File: config.mk
export PLATFORM = sky130hd
export DESIGN_NAME = tcc_mul
export DESIGN_NICKNAME = d
export VERILOG_FILES = /design/src/rtl/tcc_mul.sv
export SDC_FILE = /design/constraint.sdc
export NUM_CORES = 1
export LEC_CHECK = 0
export BUFFER_PORTS_ARGS = -buffer_cell sky130_fd_sc_hd__buf_2
export CORE_MARGIN = 10
export CORE_UTILIZATION = 45
export DETAILED_ROUTE_END_ITERATION = 6
export PLACE_DENSITY = 0.64
export SLEW_MARGIN = 20
export SYNTH_ARGS = -nofsm -noshare
export SYNTH_HDL_FRONTEND = slang
export SYNTH_SLANG_ARGS = --single-unit
File: constraint.sdc
create_clock -name clk_i -period 13.8 [get_ports clk_i]
set_input_delay 2.07 -clock clk_i [delete_from_list [all_inputs] [get_ports clk_i]]
set_output_delay 2.07 -clock clk_i [all_outputs]
set_load 0.02 [all_outputs]
File: src/rtl/tcc_mul.sv
module tcc_mul #(
  parameter int AW = 16,
  parameter int BW = 16
) (
  input  logic                    clk_i,
  input  logic signed [AW-1:0]    a_i,
  input  logic signed [BW-1:0]    b_i,
  output logic signed [AW+BW-1:0] p_o
);

  localparam int BL = BW / 2;
  localparam int BH = BW - BL;

  logic signed [AW+BL:0]    lo_q;
  logic signed [AW+BH-1:0]  hi_q;
  logic signed [AW+BW-1:0]  p_q;

  // split multiplier operand, partial products then sum
  always_ff @(posedge clk_i) begin
    lo_q <= a_i * $signed({1'b0, b_i[BL-1:0]});
    hi_q <= a_i * $signed(b_i[BW-1:BL]);
    p_q  <= ((AW+BW)'(hi_q) <<< BL) + (AW+BW)'(lo_q);
  end

  assign p_o = p_q;

endmodule

[After elaboration in Yosys (flattened, before gate mapping)]
Cells that the tools add are included.
Cells by class
  add/sub/neg operators: 1
  multipliers: 2
Operators with widths (count)
  adder 32 x 25 -> 32 bit: 1
  multiplier 16 x 9 -> 25 bit: 1
  multiplier 16 x 8 -> 24 bit: 1
Storage, ports and cells
  register bits: 81
  bits of input ports: 33
  word-level logic and storage cells: 6

[Depth between registers and ports, before layout]
  depth after elaboration: 1
  depth in mapped cells: 20
  gate-level depth less buffers: 18

[Worst setup path after synthesis]
No wires, ideal clock.
  path kind: input to register
  from: input port a_i[11]
  to: register lo_q[24]
  library setup time: 0.072 ns
  arrival time: 6.306 ns
  path slack: 7.422 ns
  stages on the path: 17
  cells stage by stage: clkbuf_1 nand2_1 fa_1 inv_1 fa_1 inv_1 fa_1 fa_1 inv_1 ha_1 or4_4 o21ai_2 a211oi_2 a211o_1 a31o_1 a21oi_2 xnor2_1
On the way
  word-level cells in the longest chain between the ends: 1
Ends and longest elaborated chain
  start: declaration: RTL line 6  | input logic signed [AW-1:0] a_i,
  multiplier 16 x 9 -> 25 bit: RTL line 20  | lo_q <= a_i * $signed({1'b0, b_i[BL-1:0]});
  end signal: assignment: RTL line 20
  end: declaration: RTL line 14  | logic signed [AW+BL:0] lo_q;
Every way passes these cells.

[Final worst setup path]
  from: input port b_i[15]
  to: register hi_q[23]
On the way
  word-level cells in the longest chain between the ends: 1
Ends and longest elaborated chain
  start: declaration: RTL line 7  | input logic signed [BW-1:0] b_i,
  multiplier 16 x 8 -> 24 bit: RTL line 21  | hi_q <= a_i * $signed(b_i[BW-1:BL]);
  end signal: assignment: RTL line 21
  end: declaration: RTL line 15  | logic signed [AW+BH-1:0] hi_q;
Every way passes these cells.

==> qor.yml <==
run_status: "completed"
met3_length_um: 888
place.gp.congestion: 0.8608
fp-row-count: 59
drive_above_1_share: 0.06604
die_w_um: 183.8
worstPathCellList: "buf_2 -> inv_1 -> fa_1 -> fa_1 -> inv_1 -> fa_1 -> inv_1 -> fa_1 -> inv_1 -> ha_1 -> o21ai_0 -> o31ai_1 -> nand4_1 -> nand4_1 -> a221o_1 -> o41ai_1 -> a41oi_1"
initial_core_util: 0.4605
io_buffers: 64
highest_layer: "met4"
design.die.area_um2: 33770
synth.avg_cell_area_um2: 9.041
clock_path_buffers: 2
synthFlopType: "dfxtp_1"
wl_per_cell_um: 14.58
wl_met1_um: 11120
crit_path_max_incr_delay_ps: 530
routed-via-count: 8724
yosys_register_bits: 81
antenna_cells: 0
drv_slew: 0
coreArea_um2: 26210
chipHeight_um: 183.8
root_buffer: "clkbuf_16"
placed_area_um2: 12670
relSlewSlack: 0.6268
cts_tree: "yes"
skew_ps: 12.08
worst_path_max_delay_cell: "fa_1"
holdCritPathClass: "reg2reg"
nNetsFinal: 1731
hold_buffers: 0
start_kind: "input port"
cts_resized: 0
detail-route-antenna-nets: 0
grt_first_pass_wirelength_um: 44210
grt_max_degree: 17
fillers: 2514
wl_met2_um: 12700
yosysWarnings: 0
rsz0062_at_grt: "no"
synth_commonest_cells: "297 x inv_1, 206 x fa_1, 155 x and2_1"
clock_latency_ps: 340
final_area_um2: 12990
synth.most_common_cell: "inv_1"
syn_nets: 1692
ys_seq_area_frac: 0.1344
reg2reg_depth: 10
synthDistinctLibCells: 55
antenna_found_initial: 0
syn_area_um2: 12070
worst_pin_slew_ps: 555.0
finalSetupViolCount: 0
drc: 0
clk_pin_slew_ps: 70
synth-async-reset-ratio: 0
critPathTopFamily: "adder cells"
cp.required_ps: 14060
vdd_drop_max_mv: 0.1480
max_freq_mhz: 155.2
numCtsBuffers: 9
layout_min_cycle_time_ps: 6443
arrival_ps: 6700
grt_use_total: 0.1583
syn_to_final_growth_pct: 7.640
finalHoldViolCount: 0
path_buf_inv: 5
end_kind: "register"
path_max_fanout: 15
cts_setup_buffers: 0
cts_max_level: 3
yosysTopAreaCell: "fa_1"
io_pins: 65
min_period_over_period: 0.4669
via_per_inst: 5.093
dp_hpwl_um: 20580
drt_iter0_markers: 401
synthCells: 1335
fin_tns_setup_ps: 0
p_leak_nw: 6.625
clock_sinks: 81
synth.area.top_cells: "fa_1 34%, dfxtp_1 13%, ha_1 12%"
grt_pass1_vias: 9232
wl_um: 24980
crit_cells: 17
min_path_cells: 0
max-cap-violations: 0
powerDensity_nw_per_um2: 225.0
grt.overflow.total: 0
firstDrtPassIters: 5
crit_type: "in2reg"
synth_top_area_frac: 0.3417
synth_edf_count: 0
-- routing by layer --
metal,up-vias,track usage
li1,4174,-
met1,4393,0.1977
met2,143,0.2878
met3,14,0.01838
met4,0,0.03048
met5,-,0
-- where the power goes --
group          internal [mW]  switching, mW  total [mW]
Sequential             0.383         0.0430       0.426
Clock                  0.158          0.100       0.259
Combinational          0.962           1.28        2.24
-- through the flow --
| step | power, mW | cells | hold slack, ps | util | setup WS (ps) |
|---|---|---|---|---|---|
| 2_1_floorplan | 2.180 | 1335 | 309.6 | - | 7422 |
| 3_3_place_gp | 2.653 | 1698 | 312.1 | 0.4836 | 7153 |
| 3_5_place_dp | 2.681 | 1698 | 313.5 | 0.4836 | 7089 |
| 4_1_cts | 2.958 | 1713 | 328.5 | 0.4957 | 7440 |
| 5_1_grt | 3.288 | 1713 | 330.0 | 0.4957 | 7016 |
| 6_report | 2.923 | 1713 | 326.9 | 0.4957 | 7357 |
-- final timing paths --
check	start	end	slack, ps
setup / recovery	b_i[15]	hi_q[23]$_DFF_P_	7360
hold / removal	lo_q[5]$_DFF_P_	p_o[5]$_DFF_P_	330
setup reg to reg	lo_q[8]$_DFF_P_	p_o[30]$_DFF_P_	11220
hold reg to reg	lo_q[5]$_DFF_P_	p_o[5]$_DFF_P_	330
-- sequential cells by signal, indices dropped and copies added (netlist names) --
register  flops
p_o          32
lo_q         25
hi_q         24
-- cell type report --
class	instances	area, um2	area share
Multi-Input combinational cell	921	9198	0.7080
Sequential cell	81	1622	0.1248
Inverter	297	1115	0.08581
Tap cell	335	419.2	0.03226
Timing Repair Buffer	64	320.3	0.02466
Clock buffer	9	225.2	0.01734
Clock inverter	6	92.59	0.007127
-- cells in the final DEF, fill, tap and decap left out, types with 3 or more instances in the layout --
| master | synthesis | routed |
|---|---|---|
| o21ai_0 | 29 | 29 |
| a41oi_1 | 3 | 3 |
| and3_1 | 8 | 8 |
| ha_1 | 118 | 118 |
| a31oi_1 | 3 | 3 |
| a21oi_1 | 43 | 43 |
| nor2_1 | 41 | 41 |
| nand3_1 | 12 | 12 |
| inv_1 | 297 | 297 |
| xor2_1 | 19 | 19 |
| nand2b_1 | 9 | 9 |
| nor3_1 | 8 | 8 |
| a21o_1 | 19 | 19 |
| nand3b_1 | 3 | 3 |
| dfxtp_1 | 81 | 81 |
| o31ai_1 | 3 | 3 |
| nand2_1 | 111 | 111 |
| a211oi_1 | 10 | 10 |
| nand4_1 | 6 | 6 |
| o21a_1 | 14 | 14 |
| and2_1 | 155 | 155 |
| nor2b_1 | 7 | 7 |
| a21boi_0 | 3 | 3 |
| buf_2 | 0 | 64 |
| a211o_1 | 3 | 3 |
| clkbuf_16 | 0 | 9 |
| fa_1 | 206 | 206 |
| xnor2_1 | 45 | 45 |
| o211ai_1 | 10 | 10 |
-- cells by family (layout without fill, tap and decap cells) --
family / after synthesis / count (layout) / share of synthesized area
and+or+nand+nor: 369 / 369 / 0.1594
adders and majority gates: 324 / 324 / 0.4640
xor gates and xnor gates: 64 / 64 / 0.04644
DFF: 81 / 81 / 0.1344
buffers and inverters: 333 / 376 / 0.1036
AOI/OAI and AO/OA: 164 / 164 / 0.09217
Note: power is estimated with default switching activity, not from simulation.
