[config.mk]
export PLATFORM = sky130hd
export DESIGN_NAME = tcc_div
export DESIGN_NICKNAME = d
export VERILOG_FILES = /design/src/rtl/tcc_cell.sv /design/src/rtl/tcc_div.sv
export SDC_FILE = /design/constraint.sdc
export NUM_CORES = 2
export LEC_CHECK = 0
export ABC_CLOCK_PERIOD_IN_PS = 8000
export BUFFER_PORTS_ARGS = -buffer_cell sky130_fd_sc_hd__buf_2
export CAP_MARGIN = 10
export CORE_MARGIN = 3
export CORE_UTILIZATION = 41
export CTS_CLUSTER_DIAMETER = 40
export DETAILED_ROUTE_END_ITERATION = 10
export PLACE_DENSITY_LB_ADDON = 0.05
export SLEW_MARGIN = 20
export SYNTH_ARGS = -nofsm -noshare
export SYNTH_HDL_FRONTEND = slang
export SYNTH_SLANG_ARGS = --single-unit
[constraint.sdc]
create_clock -name clk_i -period 8 [get_ports clk_i]
set_input_delay 1.6 -clock clk_i [delete_from_list [all_inputs] [get_ports clk_i]]
set_output_delay 1.6 -clock clk_i [all_outputs]
set_load 0.01 [all_outputs]
[src/rtl/tcc_cell.sv]
module tcc_cell #(
  parameter int RW = 64,
  parameter int DW = 16,
  parameter int QW = 35,
  parameter int SH = 0,
  parameter int TW = 1
) (
  input  logic          clk_i,
  input  logic          rst_ni,
  input  logic [RW-1:0] rem_i,
  input  logic [DW-1:0] den_i,
  input  logic [QW-1:0] quo_i,
  input  logic [TW-1:0] tag_i,
  output logic [RW-1:0] rem_o,
  output logic [DW-1:0] den_o,
  output logic [QW-1:0] quo_o,
  output logic [TW-1:0] tag_o
);

  logic [RW-1:0] trial;
  logic          ge;

  assign trial = RW'(den_i) << SH;
  assign ge    = rem_i >= trial;

  // one restoring division step
  always_ff @(posedge clk_i or negedge rst_ni) begin
    if (!rst_ni) begin
      rem_o <= '0;
      den_o <= '0;
      quo_o <= '0;
      tag_o <= '0;
    end else begin
      rem_o <= ge ? rem_i - trial : rem_i;
      den_o <= den_i;
      quo_o <= quo_i | (QW'(ge) << SH);
      tag_o <= tag_i;
    end
  end

endmodule

[src/rtl/tcc_div.sv]
module tcc_div #(
  parameter int RW = 64,
  parameter int DW = 16,
  parameter int QB = 34,
  parameter int TW = 1
) (
  input  logic          clk_i,
  input  logic          rst_ni,
  input  logic [RW-1:0] x_i,
  input  logic [DW-1:0] d_i,
  input  logic [TW-1:0] tag_i,
  output logic [QB:0]   q_o,
  output logic [TW-1:0] tag_o
);

  logic [QB+1:0][RW-1:0] rem_w;
  logic [QB+1:0][DW-1:0] den_w;
  logic [QB+1:0][QB:0]   quo_w;
  logic [QB+1:0][TW-1:0] tag_w;

  assign rem_w[0] = x_i;
  assign den_w[0] = d_i;
  assign quo_w[0] = '0;
  assign tag_w[0] = tag_i;

  // top cell flags overflow, the rest produce quotient bits msb first
  for (genvar k = 0; k <= QB; k++) begin : g_cell
    tcc_cell #(
      .RW (RW),
      .DW (DW),
      .QW (QB + 1),
      .SH (QB - k),
      .TW (TW)
    ) u_cell (
      .clk_i  (clk_i),
      .rst_ni (rst_ni),
      .rem_i  (rem_w[k]),
      .den_i  (den_w[k]),
      .quo_i  (quo_w[k]),
      .tag_i  (tag_w[k]),
      .rem_o  (rem_w[k+1]),
      .den_o  (den_w[k+1]),
      .quo_o  (quo_w[k+1]),
      .tag_o  (tag_w[k+1])
    );
  end

  assign q_o   = quo_w[QB+1];
  assign tag_o = tag_w[QB+1];

endmodule

Word level (Yosys, flattened, before mapping)
Index checks and enable logic that the tools add are counted.
Storage, ports and cells
  latch bits: 0
  memories kept: 0
  word-level logic and storage cells: 275
  ROM bits: 0
  input bits: 83
  RAM bits: 0
  register bits: 3946
Operators by class
  equality and inequality tests: 0
  $add $sub $neg: 34
  multipliers: 0
  bitwise gates (word level): 34
  shifts and indexed selects: 0
  multiplexer cells: 34
  $lt $le $gt $ge: 35
  reduce and logical (&&, ||, !) cells: 0
  divide/modulo/power cells: 0
Operators by type and width (count)
  64-bit two-way mux: 34
  64-bit by 16-bit greater-or-equal comparator with 1-bit output: 1
  64-bit by 17-bit greater-or-equal comparator with 1-bit output: 1
  64-bit by 18-bit greater-or-equal comparator with 1-bit output: 1
  64-bit by 19-bit greater-or-equal comparator with 1-bit output: 1
  64-bit by 20-bit greater-or-equal comparator with 1-bit output: 1
  64-bit by 21-bit greater-or-equal comparator with 1-bit output: 1
  64-bit by 22-bit greater-or-equal comparator with 1-bit output: 1
  64-bit by 23-bit greater-or-equal comparator with 1-bit output: 1
  64-bit by 24-bit greater-or-equal comparator with 1-bit output: 1
  64-bit by 25-bit greater-or-equal comparator with 1-bit output: 1
  64-bit by 26-bit greater-or-equal comparator with 1-bit output: 1
  64-bit by 27-bit greater-or-equal comparator with 1-bit output: 1
  64-bit by 28-bit greater-or-equal comparator with 1-bit output: 1
  64-bit by 29-bit greater-or-equal comparator with 1-bit output: 1
  64-bit by 30-bit greater-or-equal comparator with 1-bit output: 1
  64-bit by 31-bit greater-or-equal comparator with 1-bit output: 1
  64-bit by 32-bit greater-or-equal comparator with 1-bit output: 1
  64-bit by 33-bit greater-or-equal comparator with 1-bit output: 1
  64-bit by 34-bit greater-or-equal comparator with 1-bit output: 1
  64-bit by 35-bit greater-or-equal comparator with 1-bit output: 1
  64-bit by 36-bit greater-or-equal comparator with 1-bit output: 1
  64-bit by 37-bit greater-or-equal comparator with 1-bit output: 1
  64-bit by 38-bit greater-or-equal comparator with 1-bit output: 1
  other kinds (80): 80

Longest topological paths before layout
  depth in word-level cells: 2
  depth in mapped cells: 16
  gate-level depth less buffers: 13

By module
Synthesis repeated with hierarchy kept, for this count alone.
Unflattened totals
  cells, all modules: 13850
  area, all modules: 167030.2 sq um
Modules (own cells, without submodules)
  tcc_cell at g_cell[32].u_cell: sequential area each 2902.8 sq um, area each 5260.0 sq um, cells each 487, times used 1
  tcc_cell at g_cell[31].u_cell: sequential area each 2902.8 sq um, area each 5223.8 sq um, cells each 468, times used 1
  tcc_cell at g_cell[34].u_cell: sequential area each 2902.8 sq um, area each 5207.5 sq um, cells each 461, times used 1
  tcc_cell at g_cell[33].u_cell: sequential area each 2902.8 sq um, area each 5142.4 sq um, cells each 458, times used 1
  tcc_cell at g_cell[30].u_cell: sequential area each 2902.8 sq um, area each 5039.8 sq um, cells each 444, times used 1
  tcc_cell at g_cell[27].u_cell: sequential area each 2902.8 sq um, area each 4986.0 sq um, cells each 432, times used 1
  tcc_cell at g_cell[29].u_cell: sequential area each 2902.8 sq um, area each 4977.3 sq um, cells each 438, times used 1
  tcc_cell at g_cell[17].u_cell: sequential area each 2902.8 sq um, area each 4943.5 sq um, cells each 422, times used 1
  tcc_cell at g_cell[22].u_cell: sequential area each 2902.8 sq um, area each 4926.0 sq um, cells each 430, times used 1
  tcc_cell at g_cell[19].u_cell: sequential area each 2902.8 sq um, area each 4901.0 sq um, cells each 405, times used 1
  tcc_cell at g_cell[23].u_cell: sequential area each 2902.8 sq um, area each 4898.4 sq um, cells each 392, times used 1
  tcc_cell at g_cell[28].u_cell: sequential area each 2902.8 sq um, area each 4884.7 sq um, cells each 404, times used 1
  tcc_cell at g_cell[21].u_cell: sequential area each 2902.8 sq um, area each 4863.4 sq um, cells each 411, times used 1
  tcc_cell at g_cell[18].u_cell: sequential area each 2902.8 sq um, area each 4858.4 sq um, cells each 403, times used 1
  22 more rows

Worst setup path before layout
OpenSTA, ideal clock, no wires.
  kind: input-to-reg
  start point: in x_i[34]
  end point: reg g_cell[0].u_cell.rem_o[36]
  path slack: 3.822 ns
  library setup time: 0.137 ns
  buffers on the path: 2
  arrival: 4.041 ns
  stages: 12
  cells stage by stage: inv_1 -> ha_1 -> fa_1 -> inv_1 -> a21o_1 -> a2111oi_0 -> o31ai_1 -> a31oi_1 -> o211ai_1 -> clkbuf_1 -> clkbuf_1 -> a21oi_1
Between the ends
  longest elaborated chain between the ends: 2
Ends and longest elaborated chain
  start, declared: RTL line tcc_div.sv:9  | input logic [RW-1:0] x_i,
  64-bit by 50-bit greater-or-equal comparator with 1-bit output: RTL line tcc_cell.sv:24  | assign ge = rem_i >= trial;
  net g_cell[0].u_cell.ge: RTL line tcc_cell.sv:21  | logic ge;
  64-bit two-way mux: RTL line tcc_cell.sv:34  | rem_o <= ge ? rem_i - trial : rem_i;
  end signal, assigned: RTL line tcc_cell.sv:34
  end, declared: RTL line tcc_cell.sv:14  | output logic [RW-1:0] rem_o,
The timed path passes the listed nets, and every way through them passes these cells.

Worst setup path after layout
  start point: reg g_cell[12].u_cell.rem_o[58]
  end point: reg g_cell[13].u_cell.rem_o[59]
Between the ends
  longest elaborated chain between the ends: 2
Ends and longest elaborated chain (RTL line)
  start, declared: tcc_cell.sv:14
  start signal, assigned: tcc_cell.sv:34
  64-bit by 37-bit subtractor with 64-bit output / 64-bit by 37-bit greater-or-equal comparator with 1-bit output (equally long branches): tcc_cell.sv:34, tcc_cell.sv:24
  64-bit two-way mux (*): tcc_cell.sv:34
  end signal, assigned: tcc_cell.sv:34
  end, declared: tcc_cell.sv:14
Mark *: on every way between the ends. The rest lies on a longest branch, timed or not.

==> flow_summary.ini <==
[cells_and_area]
fin_nets = 13300
area_growth_pct = 17.6
drive_gt1_share_pct = 10.3

[routing]
drt_iter0_markers = 5658
wl_met2_mm = 190
drc = 0
routed_wl_mm = 371
dr.pass1.iters = 6
vias = 92500
wl_met1_mm = 155
vias_per_cell = 5.26
highest_layer = met5
route.met3.wl_mm = 13.7
ant_nets = 0
wl_per_cell_um = 21.1

[critical_path]
r2r-start = g_cell[12].u_cell.rem_o[58]
cp_top_family = simple AND/OR/NAND/NOR gates
critPathBufInv = 1
arrival_ns = 6.05
reg2reg_slack_ns = 2.81
path_class = reg2reg
path_cells = or4_1 -> or4_1 -> or4_1 -> nor3_1 -> nand2_1 -> nor2_1 -> clkinv_1 -> nand3_1 -> or3_1 -> nor4_1 -> xor2_1
cp_max_fo = 25
startpoint = g_cell[12].u_cell.rem_o[58]
max_stage_delay_ns = 1.00
path_common_cell = or4_1
crit_path_end_kind = register
reg2regPathDepth = 11
crit_slowest_cell = clkinv_1
crit_end = g_cell[13].u_cell.rem_o[59]
startpoint_type = register
worst-path-stages = 11
required_ns = 8.86
timing.rr.end = g_cell[13].u_cell.rem_o[59]

[placement]
place_congestion = 0.883
dp_hpwl_mm = 282
portBuffers = 118

[clocking]
root_buffer = clkbuf_16
clock_latency_ns = 1.02
cts_max_level = 6
postCtsSetupBuffers = 0
cts_hold_buf = 0
cts_resized = 0
numCtsBuffers = 518
clk_path_buf_depth = 4
cts_tree = built
path_clk_slew_ns = 0.06
clock-sinks = 3385

[floorplanning]
dieWidth_um = 593
rows = 214
start_util_pct = 41.3
fp.dieH_um = 593
dieArea_um2 = 351000
ioPinCount = 119
fp.coreArea_um2 = 341000

[sta]
post-route-period-util_pct = 64.8
clock_skew_ns = 0.0423
drv_slew = 0
relSlewSlack_pct = 26.9
fin_setup_tns_ns = 0
max_freq_mhz = 193
setup_viol = 0
rsz0062_at_grt = false
worst_slew_pin_slew_ns = 1.10
report.final.hold_viol_count = 0
fin_crit_ns = 5.19

[yosys]
synth_warnings = 0
syn_inst = 12100
synthFlopType = dfrtp_1
syn-cell-area_um2 = 141000
synth_fp_nets = 12800
ys_seq_elements = 3385
ys_seq_area_share_pct = 60.1
synth_cell_type_count = 86
synth_edf_count = 0
async_reset_ff_share_pct = 100
syn_area_per_cell_um2 = 11.7

[grt]
antenna_found_initial = 19
grt-ovfl-total = 0
grt_pass1_wl_mm = 581
grt_pass1_vias = 96600
grt_max_degree = 174
grt_util_all_layers_pct = 21.2

[power_and_ir_drop]
p_per_area_nw_per_um2 = 391
p_leak_nw = 70.9
p_total_w = 0.0648
ir_worst_vdd_uv = 248

[job]
cap_violations = 0

[min_path]
min_path_type = reg2reg

[run_status]
status = completed
-- layer usage --
layer / vias to the layer above / global-route usage [%]
met5: - / 0
met4: 4 / 7.01
met3: 651 / 2.68
met2: 1986 / 37.7
met1: 46500 / 26.7
li1: 43300 / -
-- registers in the layout (all words and copies together), names as in the netlist --
register and count:
g_cell.u_cell.tag_o 35, g_cell.u_cell.rem_o 2176, g_cell.u_cell.quo_o 630, g_cell.u_cell.den_o 544
-- worst min path at each step --
stage,start,end,slack [ns],cells past startpoint
6_report,g_cell[9].u_cell.quo_o[27],g_cell[10].u_cell.quo_o[27],0.33,0
5_1_grt,g_cell[10].u_cell.quo_o[24],g_cell[11].u_cell.quo_o[24],0.34,0
4_1_cts,g_cell[10].u_cell.quo_o[24],g_cell[11].u_cell.quo_o[24],0.32,0
3_5_place_dp,g_cell[9].u_cell.quo_o[31],g_cell[10].u_cell.quo_o[31],0.33,0
3_3_place_gp,g_cell[30].u_cell.quo_o[33],g_cell[31].u_cell.quo_o[33],0.33,0
2_1_floorplan,g_cell[9].u_cell.quo_o[25],g_cell[10].u_cell.quo_o[25],0.33,0
-- synth_stat cells, types with 12 or more instances --
| master | count | area (um^2) |
|---|---|---|
| or2_2 | 78 | 488 |
| nor3_1 | 416 | 2080 |
| fa_1 | 34 | 681 |
| buf_1 | 12 | 45.0 |
| and4b_1 | 15 | 150 |
| a21o_1 | 204 | 1530 |
| a2111oi_0 | 16 | 140 |
| nand2_1 | 709 | 2660 |
| clkbuf_1 | 197 | 739 |
| nand4_1 | 150 | 938 |
| o21a_1 | 90 | 676 |
| nand4b_1 | 50 | 438 |
| a31oi_1 | 56 | 350 |
| and4_1 | 25 | 219 |
| a211o_1 | 16 | 140 |
| ha_1 | 560 | 7010 |
| and2_1 | 41 | 257 |
| o31a_1 | 29 | 254 |
| o31ai_1 | 62 | 465 |
| nor2b_1 | 104 | 651 |
| dfrtp_1 | 3385 | 84700 |
| a21oi_1 | 625 | 3130 |
| or3_1 | 193 | 1210 |
| nand3b_1 | 38 | 285 |
| inv_1 | 723 | 2710 |
| nand2b_1 | 127 | 795 |
| o2111ai_1 | 15 | 131 |
| a211oi_1 | 54 | 405 |
| and3_1 | 53 | 332 |
| o41ai_1 | 30 | 263 |
| nor4b_1 | 54 | 473 |
| or4_1 | 176 | 1320 |
| a21boi_0 | 19 | 143 |
| xor2_1 | 742 | 6500 |
| o311ai_0 | 12 | 105 |
| nor2_1 | 851 | 3190 |
| nor3b_1 | 36 | 270 |
| mux2_2 | 123 | 1390 |
| nand3_1 | 211 | 1060 |
| xnor2_1 | 654 | 5730 |
| o21bai_1 | 50 | 375 |
| o211ai_1 | 30 | 225 |
| o21ai_0 | 467 | 2340 |
| nor4_1 | 388 | 2430 |
| a221oi_1 | 12 | 105 |
-- cell usage in the layout, fill, tap and decap left out, drive strengths merged, types with 193 or more instances in the layout --
| cell | Yosys | final |
|---|---|---|
| xor2 | 742 | 742 |
| a21o | 204 | 204 |
| ha | 560 | 560 |
| a21oi | 625 | 625 |
| nor2 | 851 | 851 |
| or3 | 193 | 193 |
| nand2 | 709 | 709 |
| nor3 | 416 | 416 |
| nand3 | 211 | 211 |
| nor4 | 388 | 388 |
| clkbuf | 198 | 633 |
| o21ai | 468 | 468 |
| xnor2 | 654 | 654 |
| buf | 16 | 210 |
| dfrtp | 3385 | 3385 |
| inv | 723 | 818 |
-- kinds of logic (layout without fill, tap and decap cells) --
family / after synthesis / in the layout / synth area share (%)
AND/OR/NAND/NOR: 3756 / 3756 / 13.9
flip-flops: 3385 / 3385 / 60.1
AO/OA/AOI/OAI: 1898 / 1898 / 8.36
XOR/XNOR: 1396 / 1396 / 8.67
buffers and inverters: 942 / 1882 / 2.51
adder cells (fa/ha/maj): 594 / 594 / 5.45
multiplexers: 128 / 128 / 1.02
other: 0 / 17 / 0
-- report_power, final --
| part | internal [W] | switching [W] | total (W) | leakage [nW] |
|---|---|---|---|---|
| combinational | 0.00722 | 0.00967 | 0.0169 | 24.4 |
| sequential | 0.0208 | 0.00382 | 0.0246 | 37.6 |
| clock | 0.0148 | 0.00848 | 0.0233 | 8.88 |
| total | 0.0428 | 0.0220 | 0.0648 | 70.9 |
-- metrics by stage --
stage	util, %	hold WS [ns]	std cells	worst slack [ns]	instance area (um^2)
2_1_floorplan	-	0.331	12100	3.82	141000
3_3_place_gp	43.2	0.331	16600	2.84	147000
3_5_place_dp	43.2	0.335	16600	2.79	147000
4_1_cts	48.6	0.323	17600	2.79	166000
5_1_grt	48.6	0.341	17600	2.38	166000
6_report	48.6	0.331	17600	2.81	166000
-- final cells by class --
class                           count  area, um^2
Sequential cell                  3385       84700
Clock inverter                    311        4200
Multi-Input combinational cell   7772       52900
Tap cell                         4536        5680
Clock buffer                      633       14200
Fill cell                       30300      175000
Timing Repair Buffer              210        1500
Antenna cell                       17        42.5
Inverter                          728        2730
(Power assumes the default switching activity.)
